[config.mk]
export PLATFORM = sky130hd
export DESIGN_NAME = sc2e_mac
export DESIGN_NICKNAME = d
export VERILOG_FILES = /design/src/rtl/strided_conv2d_engine_macros.svh /design/src/rtl/sc2e_pkg.sv /design/src/rtl/sc2e_mac.sv
export SDC_FILE = /design/constraint.sdc
export NUM_CORES = 1
export LEC_CHECK = 0
export BUFFER_PORTS_ARGS = -buffer_cell sky130_fd_sc_hd__buf_2
export CELL_PAD_IN_SITES_DETAIL_PLACEMENT = 0
export CELL_PAD_IN_SITES_GLOBAL_PLACEMENT = 1
export CORE_ASPECT_RATIO = 0.5
export CORE_MARGIN = 2
export CORE_UTILIZATION = 50
export CTS_CLUSTER_DIAMETER = 50
export CTS_CLUSTER_SIZE = 16
export DETAILED_ROUTE_END_ITERATION = 16
export PLACE_DENSITY = 0.85
export SLEW_MARGIN = 40
export SYNTH_ARGS = -nofsm -noshare
export SYNTH_HDL_FRONTEND = slang
export SYNTH_SLANG_ARGS = --single-unit
[constraint.sdc]
create_clock -name clk_i -period 3.35 [get_ports clk_i]
set_clock_uncertainty 0.2 [all_clocks]
set_input_delay 0.67 -clock clk_i [delete_from_list [all_inputs] [get_ports clk_i]]
set_output_delay 0.67 -clock clk_i [all_outputs]
set_load 0.01 [all_outputs]
[src/rtl/strided_conv2d_engine_macros.svh]
// ----------------------------------------------------------------------------
// Strided convolution engine assertion macros
// Assertion wrappers included by the engine top-level file.
// ----------------------------------------------------------------------------
`ifndef STRIDED_CONV2D_ENGINE_MACROS_SVH
`define STRIDED_CONV2D_ENGINE_MACROS_SVH

`ifndef ASSERT_OFF
`define SC2E_ASSERT(lbl, prop, msg) \
  lbl: assert property (@(posedge clk_i) disable iff (!rst_ni) prop) else $error(msg);
`define SC2E_ASSERT_ALWAYS(lbl, prop, msg) \
  lbl: assert property (@(posedge clk_i) prop) else $error(msg);
`else
`define SC2E_ASSERT(lbl, prop, msg)
`define SC2E_ASSERT_ALWAYS(lbl, prop, msg)
`endif

`endif

[src/rtl/sc2e_pkg.sv]
// ----------------------------------------------------------------------------
// Strided convolution engine package
// Transaction types, function and status codes and register indexes.
// ----------------------------------------------------------------------------
package sc2e_pkg;

  localparam int unsigned COORD_W = 9;
  localparam int unsigned CFG_IDX_W = 3;
  localparam int unsigned CFG_DATA_W = 7;
  localparam int unsigned ACC_W = 48;

  localparam logic [1:0] FUNC_WR_SAMPLE = 2'd0;
  localparam logic [1:0] FUNC_WR_WEIGHT = 2'd1;
  localparam logic [1:0] FUNC_COMPUTE   = 2'd2;

  localparam logic [1:0] STATUS_OK    = 2'd0;
  localparam logic [1:0] STATUS_SAT   = 2'd1;
  localparam logic [1:0] STATUS_RANGE = 2'd2;

  localparam logic [CFG_IDX_W-1:0] REG_IN_HEIGHT    = 3'd0;
  localparam logic [CFG_IDX_W-1:0] REG_IN_WIDTH     = 3'd1;
  localparam logic [CFG_IDX_W-1:0] REG_IN_CHANNELS  = 3'd2;
  localparam logic [CFG_IDX_W-1:0] REG_OUT_CHANNELS = 3'd3;
  localparam logic [CFG_IDX_W-1:0] REG_KERNEL_SIZE  = 3'd4;

  typedef struct packed {
    logic [1:0]         func;
    logic [3:0]         in_chan;
    logic [3:0]         out_chan;
    logic [5:0]         row;
    logic [5:0]         col;
    logic [2:0]         krow;
    logic [2:0]         kcol;
    logic signed [15:0] value;
  } in_item_t;

  typedef struct packed {
    logic signed [31:0] out_value;
    logic [1:0]         status;
  } out_item_t;

  typedef struct packed {
    logic clr;
    logic vld;
  } mac_ctrl_t;

endpackage

[src/rtl/sc2e_mac.sv]
// ----------------------------------------------------------------------------
// Strided convolution engine multiply-accumulate unit
// Registered 16 x 16 signed product followed by a 48-bit accumulator.
// ----------------------------------------------------------------------------
module sc2e_mac (
  input  logic                        clk_i,
  input  logic                        rst_ni,
  input  sc2e_pkg::mac_ctrl_t         ctrl_i,
  input  logic signed [15:0]          samp_i,
  input  logic signed [15:0]          wgt_i,
  output logic signed [sc2e_pkg::ACC_W-1:0] acc_o
);
  import sc2e_pkg::*;

  logic signed [31:0]      prod_q;
  logic                    prod_vld_q;
  logic signed [ACC_W-1:0] acc_q;

  always_ff @(posedge clk_i or negedge rst_ni) begin
    if (!rst_ni) begin
      prod_vld_q <= 1'b0;
      acc_q      <= '0;
    end else begin
      prod_vld_q <= ctrl_i.vld;
      if (ctrl_i.clr) begin
        acc_q <= '0;
      end else if (prod_vld_q) begin
        acc_q <= acc_q + {{(ACC_W-32){prod_q[31]}}, prod_q};
      end
    end
  end

  always_ff @(posedge clk_i) begin
    prod_q <= samp_i * wgt_i;
  end

  assign acc_o = acc_q;

endmodule

==> results of run 1 <==
worst max-delay path: stages:
cell	delay, ps
buf_2	150
buf_6	130
and2_1	170
fa_1	550
fa_1	450
fa_1	540
fa_1	440
fa_1	490
inv_1	50
fa_1	500
inv_2	50
ha_4	210
a22o_1	200
or4_1	400
a31oi_1	140
nor2b_1	60
a211o_1	270
a21o_1	210
nor2b_4	130
o311ai_2	200
worst max-delay path by stage:
| stage | end | slack [ps] | cells past startpoint |
|---|---|---|---|
| finish | prod_q[27]$_DFF_P_ | -2600 | 20 |
| global route | prod_q[27]$_DFF_P_ | -2800 | 21 |
| CTS | prod_q[27]$_DFF_P_ | -2620 | 23 |
| detailed placement | prod_q[27]$_DFF_P_ | -3120 | 19 |
| global placement | prod_q[27]$_DFF_P_ | -3050 | 22 |
| floorplan | prod_q[27]$_DFF_P_ | -2870 | 23 |
layout make-up:
class	instances	area share, %
multi-input cells	1237	66.0
repair buffers	312	13.5
flip-flops and latches	81	9.80
inverters	326	6.42
well taps	391	2.57
clock buffers	11	1.44
clock inverters	5	0.217
cells in the final DEF (no fill, tap or decap), types with 5 or more instances in the layout:
master     count
inv_1        295
fa_1         244
buf_4        173
nand2_1      163
ha_1         101
and2_1        97
nor2_1        88
buf_6         66
a21oi_1       64
buf_2         57
dfrtp_1       48
o21ai_0       39
xnor2_1       35
a21o_1        33
dfxtp_1       32
and2_4        31
inv_2         31
xor2_1        31
ha_4          24
mux2i_1       21
fa_2          19
nand3_1       18
nor3_1        15
a21oi_2       13
nand2b_1      13
a31oi_1       13
nand2_2       11
clkbuf_16     11
o21bai_1      10
and3_1         9
buf_8          9
a211oi_1       8
o21ai_1        8
or3_1          8
o21a_1         7
nor2b_1        6
nand4_1        6
o211ai_1       6
nand3b_1       5
buf_12         5
synthesized netlist by cell type, types with 3 or more instances:
library cell,number
a22o_1,3
inv_1,326
and2_1,127
dfxtp_1,32
fa_1,263
a221o_1,3
nor3_1,18
o21bai_1,10
a211oi_1,10
a31oi_1,13
a21o_1,33
ha_1,129
nand2b_1,14
o21ai_0,43
and3_1,11
nor2b_1,9
dfrtp_1,49
a21oi_1,78
a211o_1,3
clkbuf_1,44
o31a_1,3
a22oi_1,3
o21ai_1,8
nand3_1,19
o21a_1,7
xor2_1,32
o2111a_1,3
a31o_2,3
o31ai_1,5
o2111ai_1,3
nand2_1,177
or3_1,8
o211ai_1,6
nor2_1,92
nand4_1,6
xnor2_1,37
mux2i_1,21
nand3b_1,5
what timing repair did:
action / CTS / global route
pin swaps: 66 / 61
hold buffers: 0 / 0
buffers inserted: 31 / 15
gates resized for setup: 163 / 96
setup endpoints to repair: 27 / 41
registers in the layout, summed over array words and instances (netlist names):
register	flops
acc_o	48
prod_q	32
prod_vld_q	1
kinds of logic after synthesis:
group / share of synthesized area [%]
AO/OA/AOI/OAI: 11.5
adder cells (fa/ha/maj): 45.5
AND/OR/NAND/NOR: 15.9
flip-flops: 12.4
multiplexers: 1.39
XOR/XNOR: 4.00
buffers and inverters: 9.34
routing by layer:
layer,global-route usage (%),part of all wire [%]
met5,0,0
met4,4.64,1.0
met3,2.59,4.9
met2,41.8,46
met1,37.9,48
through the flow:
step	TNS, ps	cells
6_report	-54790	2363
5_1_grt	-58760	2363
3_3_place_gp	-65950	2302
3_5_place_dp	-67090	2302
4_1_cts	-54190	2349
2_1_floorplan	-54960	1693
==> summary.md, run 1 <==
| Metric | Value |
|---|---|
| Failing checks | setup timing |
| DP Area | 0.0175 mm^2 |
| Reg-to-reg critical path startpoint | acc_o[0]$_DFFE_PN0P_ |
| Worst-margin pin slew | 804 ps |
| Ant diodes | 0 |
| FP Rows | 44 |
| Worst Hold End | prod_vld_q$_DFF_PN0_ |
| Status | complete, but fails checks |
| Hold_sp | ctrl_i[0] |
| Fin area | 0.0191 mm^2 |
| Post-synth EDFFs | 0 |
| Via count | 12500 |
| Critical path launch point | wgt_i[13] |
| First-pass GRT wire length | 65800 um |
| GR Util All Layers | 25.7% |
| Vias in the first global route | 12900 |
| Flop2flop setup slack | 200 ps |
| Critical R2R Capture | acc_o[44]$_DFFE_PN0P_ |
| Reg2Reg Depth | 11 |
| Placeable Area | 0.0293 mm^2 |
| Clock Tree Root | clkbuf_16 |
| Largest net degree at the start of global routing | 50 |
| TritonRoute pass-1 iters | 5 |
| Area grow syn2layout | 26.2% |
| Post-synthesis cell count | 1693 |
| Unrepaired setup endpoints after global routing | true |
| DR DRC count | 0 |
| CP Max Fanout | 6 |
| MaxCap Viol Count | 0 |
| Synth top area share | 34.8% |
| DRT Wirelength | 39500 um |
| Die Y | 127 um |
| Initial DRC Count | 775 |
| Synth Flop Type | dfrtp_1 |
| Slew HR | 46.4% |
| Grt total ovfl | 0 |
| Seq/Total Area, Yosys | 12.4% |
| Fmax | 168 MHz |
| Top post-synthesis cells by area | fa_1 35%, ha_1 11%, dfrtp_1 8.1% |
| Wire per inst | 16.7 um |
| CTS Buf Count | 9 |
| Seq cells post-synth | 81 |
| Worst skew pair latency | 350 ps |
| Layout cell share with drive strength beyond 1 | 26.0% |
| Area of the multi-input gates | 0.0126 mm^2 |
| Vias per inst | 5.30 |
| Critical Path AT | 6020 ps |
| Net Count, Synth | 2121 |
| Die X | 250 um |
| Period utilization | 178% |
| Post-route setup slack | -2600 ps |
| Syn_area_per_cell | 8.93 um^2 |
| CP Capture Type | flop |
| DIE AREA | 0.0317 mm^2 |
| CP Class | in -> reg |
| Post-DP HPWL | 32200 um |
| Synth async-reset ratio | 60.5% |
| WP data required | 3410 ps |
| Yosys cell types | 66 |
| Area occupied by registers | 0.00187 mm^2 |
| Dpl ws | -3120 ps |
| IO Port Bufs | 83 |
| Crit start category | input port |
| GP Congestion | 0.919 |
| Final hold vios | 0 |
| Core Util, Final | 65.0% |
| Synthesized area | 0.0151 mm^2 |
| Initial Utilization | 51.5% |
| # setup viols final | 27 |
| Tightest Hold Check Type | in -> reg |
| CTS tree | yes |
| Final Slew Violations | 0 |
| Clock Path Buffers | 2 |
| Largest area contributor in the netlist | fa_1 |
| Hold WS | 224 ps |
| Hold path cells | 1 |
| Synth Warn # | 0 |
| # IOs | 84 |
| Initial antenna violation count | 0 |
| Clk slew on worst S/H paths | 70 ps |
| ANT nets after route | 0 |
| Fin nets | 2395 |
| Filler cells | 2407 |
| CTS HTree Levels | 3 |
| Clk sink count | 81 |
| Min cycle time layout | 5950 ps |
Power of run 1 is left out: the tool's default activity adds up to more than one toggle a clock period on the data nets, which glitch-free logic cannot reach.
==> run 2, diff against run 1 <==
ABC_AREA = 1   (was default)
CORE_UTILIZATION = 51   (was 50)
PLACE_DENSITY = 0.91   (was 0.85)
clock period = 7.15 ns   (was 3.35 ns; I/O delays follow)
==> summary.md, run 2 <==
| Metric | Value |
|---|---|
| Status | finished, final reports clean |
| Largest stage delay on the critical path | 710 ps |
| Synth Warn # | 0 |
| TritonRoute pass-1 iters | 7 |
| First-pass GRT wire length | 76300 um |
| DR DRC count | 0 |
| Sum of negative setup slack | 0 ps |
| Seq/Total Area, Yosys | 10.7% |
| Synth top area share | 30.3% |
| CTS Hold Bufs | 0 |
| Hold WS | 315 ps |
| Synthesized area | 0.0174 mm^2 |
| Clk slew on worst S/H paths | 80 ps |
| CTS HTree Levels | 3 |
| Synth Flop Type | dfrtp_1 |
| Critical Path AT | 6750 ps |
| Number of flip-flops in the largest register | 48 |
| Vias in the first global route | 14900 |
| Fmax | 150 MHz |
| FP Rows | 47 |
| Area occupied by registers | 0.00187 mm^2 |
| Buffers plus inverters on the worst setup path | 7 |
| Grt total ovfl | 0 |
| DRT Wirelength | 46200 um |
| MaxCap Viol Count | 0 |
| Final hold vios | 0 |
| CTS Buf Count | 9 |
| Period utilization | 93.2% |
| Most frequent cell after synthesis | nand2_1 |
| Area of the multi-input gates | 0.0126 mm^2 |
| Clock Tree Root | clkbuf_16 |
| Post-synth EDFFs | 0 |
| Area grow syn2layout | 6.76% |
| Die X | 265 um |
| Slew HR | 55.4% |
| Most common cell after layout, fill and taps aside | nand2_1 |
| Post-synthesis cell count | 2539 |
| Placeable Area | 0.0333 mm^2 |
| Vias per inst | 4.89 |
| Initial Utilization | 52.2% |
| Crit start category | input port |
| Initial antenna violation count | 0 |
| Layout cell share with drive strength beyond 1 | 8.18% |
| Clk sink count | 81 |
| Synth async-reset ratio | 60.5% |
| Final Slew Violations | 0 |
| GP Congestion | 0.941 |
| Seq cells post-synth | 81 |
| Post-cts resize count | 0 |
| Unrepaired setup endpoints after global routing | false |
| # IOs | 84 |
| Min cycle time layout | 6670 ps |
| Initial DRC Count | 927 |
| Tightest Hold Check Type | reg -> reg |
| Wire per inst | 15.2 um |
| Ant diodes | 0 |
| Via count | 14800 |
| Critical-path cell list | buf_2 > nand2_1 > inv_1 > fa_1 > inv_1 > fa_1 > fa_1 > inv_1 > fa_1 > fa_1 > inv_1 > fa_1 > inv_1 > ha_1 > nand2_1 > nor2_1 > inv_1 > nor3_1 > nand4_1 > nand3_1 > xor2_1 |
| Net Count, Synth | 2967 |
| Most frequent cells in the layout | 824 x nand2_1, 689 x inv_1, 263 x fa_1, 129 x ha_1, 102 x nor2_1 |
| Largest area contributor in the netlist | fa_1 |
| Die Y | 135 um |
| Syn_area_per_cell | 6.84 um^2 |
| Filler cells | 3321 |
| CP Class | in -> reg |
| Post-DP HPWL | 39700 um |
| Worst skew pair latency | 360 ps |
| # setup viols final | 0 |
| Slowest cell on crit path | fa_1 |
| Top delay family on crit path | adder cells |
| Worst-margin pin slew | 669 ps |
| Top post-synthesis cells by area | fa_1 30%, nand2_1 18%, inv_1 15% |
| WP data required | 7230 ps |
| IO Port Bufs | 83 |
| DIE AREA | 0.0357 mm^2 |
| # Post-CTS Setup Buffers | 0 |
| CTS tree | yes |
| Fin nets | 3014 |
| CP Max Fanout | 10 |
| Yosys cell types | 38 |
| GR Util All Layers | 27.0% |
| CP Capture Type | flop |
| Clock Path Buffers | 2 |
| ANT nets after route | 0 |
| Largest net degree at the start of global routing | 50 |
| Synth cell count leaders | 824 x nand2_1, 689 x inv_1, 263 x fa_1 |
[run 2: changes by cell type after synthesis, moves of 24 or more]
cell and delta:
nand2_1 +647, inv_1 +363, and2_1 -126, nand3_1 +59
a21o_1 -28, xnor2_1 -24
[run 2: layout make-up]
| class | instances | share of cell area, % |
|---|---|---|
| clock inverter | 7 | 0.405 |
| multi-input combinational | 1684 | 68.0 |
| timing repair buffer | 103 | 3.05 |
| tap | 441 | 2.97 |
| clock buffer | 9 | 1.21 |
| inverter | 707 | 14.3 |
| sequential | 81 | 10.1 |
[run 2: stage by stage]
step / utilization [%] / cell area, um^2 / std cells / setup slack [ps]
after floorplan: - / 17400 / 2539 / 264
after global placement: 54.8 / 18300 / 3016 / 126
after detailed placement: 54.8 / 18300 / 3016 / 93.6
after CTS: 55.7 / 18600 / 3032 / 446
after global routing: 55.7 / 18600 / 3032 / 181
final: 55.7 / 18600 / 3032 / 484
[run 2: kinds of logic after synthesis]
logic type                 share of synthesized area (%)
AOI/OAI and AO/OA                                   4.71
xor gates and xnor gates                            1.66
adders and majority gates                           39.6
buffers and inverters                               16.7
DFF                                                 10.7
and+or+nand+nor                                     26.6
[run 2: worst paths after layout]
path,depth (start not counted),start,to,slack (ps)
max in group asynchronous,2,rst_ni,acc_o[27]$_DFFE_PN0P_,5310
setup / recovery,21,samp_i[15],prod_q[25]$_DFF_P_,480
setup reg to reg,13,acc_o[0]$_DFFE_PN0P_,acc_o[24]$_DFFE_PN0P_,4290
hold reg to reg,2,acc_o[44]$_DFFE_PN0P_,acc_o[44]$_DFFE_PN0P_,320
min in group asynchronous,2,rst_ni,acc_o[10]$_DFFE_PN0P_,990
hold / removal,2,acc_o[44]$_DFFE_PN0P_,acc_o[44]$_DFFE_PN0P_,320
[run 2: worst min-delay path: stages, from the launching register on]
cell     delay, ps
dfrtp_1        370
nand2_1         60
nand2_1         50
[run 2: metal layers]
| layer | vias to the layer above | wire (um) | part of all wire (%) | GRT usage [%] |
|---|---|---|---|---|
| met4 | 0 | 587 | 1.3 | 5.15 |
| met5 | - | 0 | 0 | 0 |
| met1 | 6996 | 22400 | 48 | 38.7 |
| met2 | 359 | 21000 | 46 | 44.8 |
| li1 | 7436 | - | - | - |
| met3 | 41 | 2180 | 4.7 | 2.84 |
Power of run 2 is left out for the same reason.
==> run 3, diff against run 2 <==
CORE_ASPECT_RATIO = 1.2   (was 0.5)
CORE_UTILIZATION = 43   (was 51)
PLACE_DENSITY = 0.81   (was 0.91)
clock period = 5.65 ns   (was 7.15 ns; I/O delays follow)
==> summary.md, run 3 (same netlist as run 2, synthesis figures left out) <==
| Metric | Value |
|---|---|
| Slowest cell on crit path | fa_2 |
| Flop2flop setup slack | 2740 ps |
| Reg-to-reg critical path startpoint | acc_o[0]$_DFFE_PN0P_ |
| CP Class | in -> reg |
| GR Util All Layers | 25.4% |
| Initial antenna violation count | 0 |
| CP most frequent cell | fa_1 |
| Number of flip-flops in the largest register | 48 |
| Post-route setup slack | -264 ps |
| Worst Hold End | acc_o[46]$_DFFE_PN0P_ |
| IO Port Bufs | 83 |
| Via count | 15700 |
| Crit start category | input port |
| Top delay family on crit path | adder cells |
| Layout cell share with drive strength beyond 1 | 22.5% |
| CTS tree | yes |
| ANT nets after route | 0 |
| Final hold vios | 0 |
| Clk slew on worst S/H paths | 70 ps |
| Critical-path cell list | buf_12 > nand2_8 > inv_6 > fa_2 > buf_4 > inv_2 > fa_1 > fa_2 > fa_1 > fa_1 > fa_1 > inv_2 > ha_4 > nand2_4 > buf_6 > nor2_4 > inv_4 > nor3_4 > nand4_1 > nand3_1 > xor2_1 |
| CTS Hold Bufs | 0 |
| Initial DRC Count | 696 |
| Slew HR | 51.0% |
| Unrepaired setup endpoints after global routing | true |
| DRT Wirelength | 51900 um |
| Grt total ovfl | 0 |
| MaxCap Viol Count | 0 |
| Worst path depth | 21 |
| DR DRC count | 0 |
| Wire per inst | 15.7 um |
| Clock Path Buffers | 2 |
| Post-DP HPWL | 44100 um |
| Most frequent cells in the layout | 784 x nand2_1, 637 x inv_1, 244 x fa_1, 171 x buf_4, 104 x ha_1 |
| FP Rows | 80 |
| DIE AREA | 0.0420 mm^2 |
| Reg2Reg Depth | 10 |
| Most common cell after layout, fill and taps aside | nand2_1 |
| Worst skew pair latency | 370 ps |
| CP Capture Type | flop |
| Ant diodes | 0 |
| Fin nets | 3196 |
| TritonRoute pass-1 iters | 7 |
| Area grow syn2layout | 24.3% |
| First-pass GRT wire length | 83800 um |
| Critical Path AT | 6000 ps |
| Fmax | 169 MHz |
| Critical R2R Capture | acc_o[44]$_DFFE_PN0P_ |
| Hold_sp | acc_o[46]$_DFFE_PN0P_ |
| Die Y | 224 um |
| # IOs | 84 |
| Placeable Area | 0.0398 mm^2 |
| Min cycle time layout | 5910 ps |
| Dpl ws | -1010 ps |
| Period utilization | 105% |
| Vias in the first global route | 16800 |
| Die X | 188 um |
| Failing checks | setup timing |
| # setup viols final | 16 |
| Hold path cells | 2 |
| Buffers plus inverters on the worst setup path | 7 |
| Final Slew Violations | 0 |
| Largest stage delay on the critical path | 590 ps |
| CP Max Fanout | 5 |
| CTS HTree Levels | 3 |
| Clk sink count | 81 |
| Worst-margin pin slew | 736 ps |
| Tightest Hold Check Type | reg -> reg |
| Filler cells | 3925 |
| Vias per inst | 4.76 |
| Initial Utilization | 43.6% |
| WP data required | 5740 ps |
| CTS Buf Count | 9 |
| GP Congestion | 0.921 |
| Clock Tree Root | clkbuf_16 |
| Status | complete, but fails checks |
| Largest net degree at the start of global routing | 50 |
## run 3: cell count changes in the layout (fill, tap and decap cells not counted), sizes merged
cell,delta
buf,+175
clkbuf,+9
inv,-2
bufinv,-1
clkinvlp,+1
## run 3: worst max-delay path by stage
stage,to,from
final,prod_q[25]$_DFF_P_,samp_i[15]
after CTS,prod_q[25]$_DFF_P_,wgt_i[15]
after floorplan,prod_q[26]$_DFF_P_,wgt_i[6]
after global placement,prod_q[25]$_DFF_P_,samp_i[10]
after detailed placement,prod_q[25]$_DFF_P_,samp_i[10]
after global routing,prod_q[31]$_DFF_P_,samp_i[15]
## run 3: timing repair
action | 4_1_cts | 5_1_grt
endpoints found under the hold margin | 0 | 0
gates resized for setup | 139 | 184
setup buffers | 16 | 18
cloned | 1 | 4
setup endpoints to repair | 22 | 22
pin swaps | 72 | 103
## run 3: stage by stage
| stage | hold slack [ps] | setup TNS [ps] | utilization, % | area, um^2 | instances |
|---|---|---|---|---|---|
| 4_1_cts | 315 | -2350 | 52.1 | 20800 | 3285 |
| 2_1_floorplan | 337 | -4000 | - | 18100 | 2539 |
| 5_1_grt | 352 | -5330 | 54.2 | 21600 | 3306 |
| 3_3_place_gp | 292 | -13270 | 49.8 | 19800 | 3252 |
| 3_5_place_dp | 298 | -14680 | 49.8 | 19800 | 3252 |
| 6_report | 309 | -2690 | 54.2 | 21600 | 3306 |
## run 3: area by class of cell
type | count | area (um^2) | area share, %
clock buffer | 12 | 268 | 1.24
clock inverter | 4 | 30.0 | 0.139
inverter | 707 | 2670 | 12.3
multi-input combinational | 1684 | 13700 | 63.5
sequential | 81 | 1870 | 8.65
tap | 533 | 667 | 3.09
timing repair buffer | 284 | 2370 | 11.0
timing repair inverter | 1 | 7.51 | 0.0348
## run 3: worst min-delay path: stages, from the launching register on
cell and delay [ps]:
dfrtp_1 370, nand2_1 60, nand2_1 50
## run 3: routing by layer
metal / GRT usage [%] / vias to the layer above / wire length [um]
met5: 0 / - / 0
met4: 10.1 / 0 / 2200
met3: 1.76 / 116 / 1140
met2: 50.6 / 284 / 28300
met1: 27.7 / 7518 / 20300
li1: - / 7809 / -
Power of run 3 is left out for the same reason.
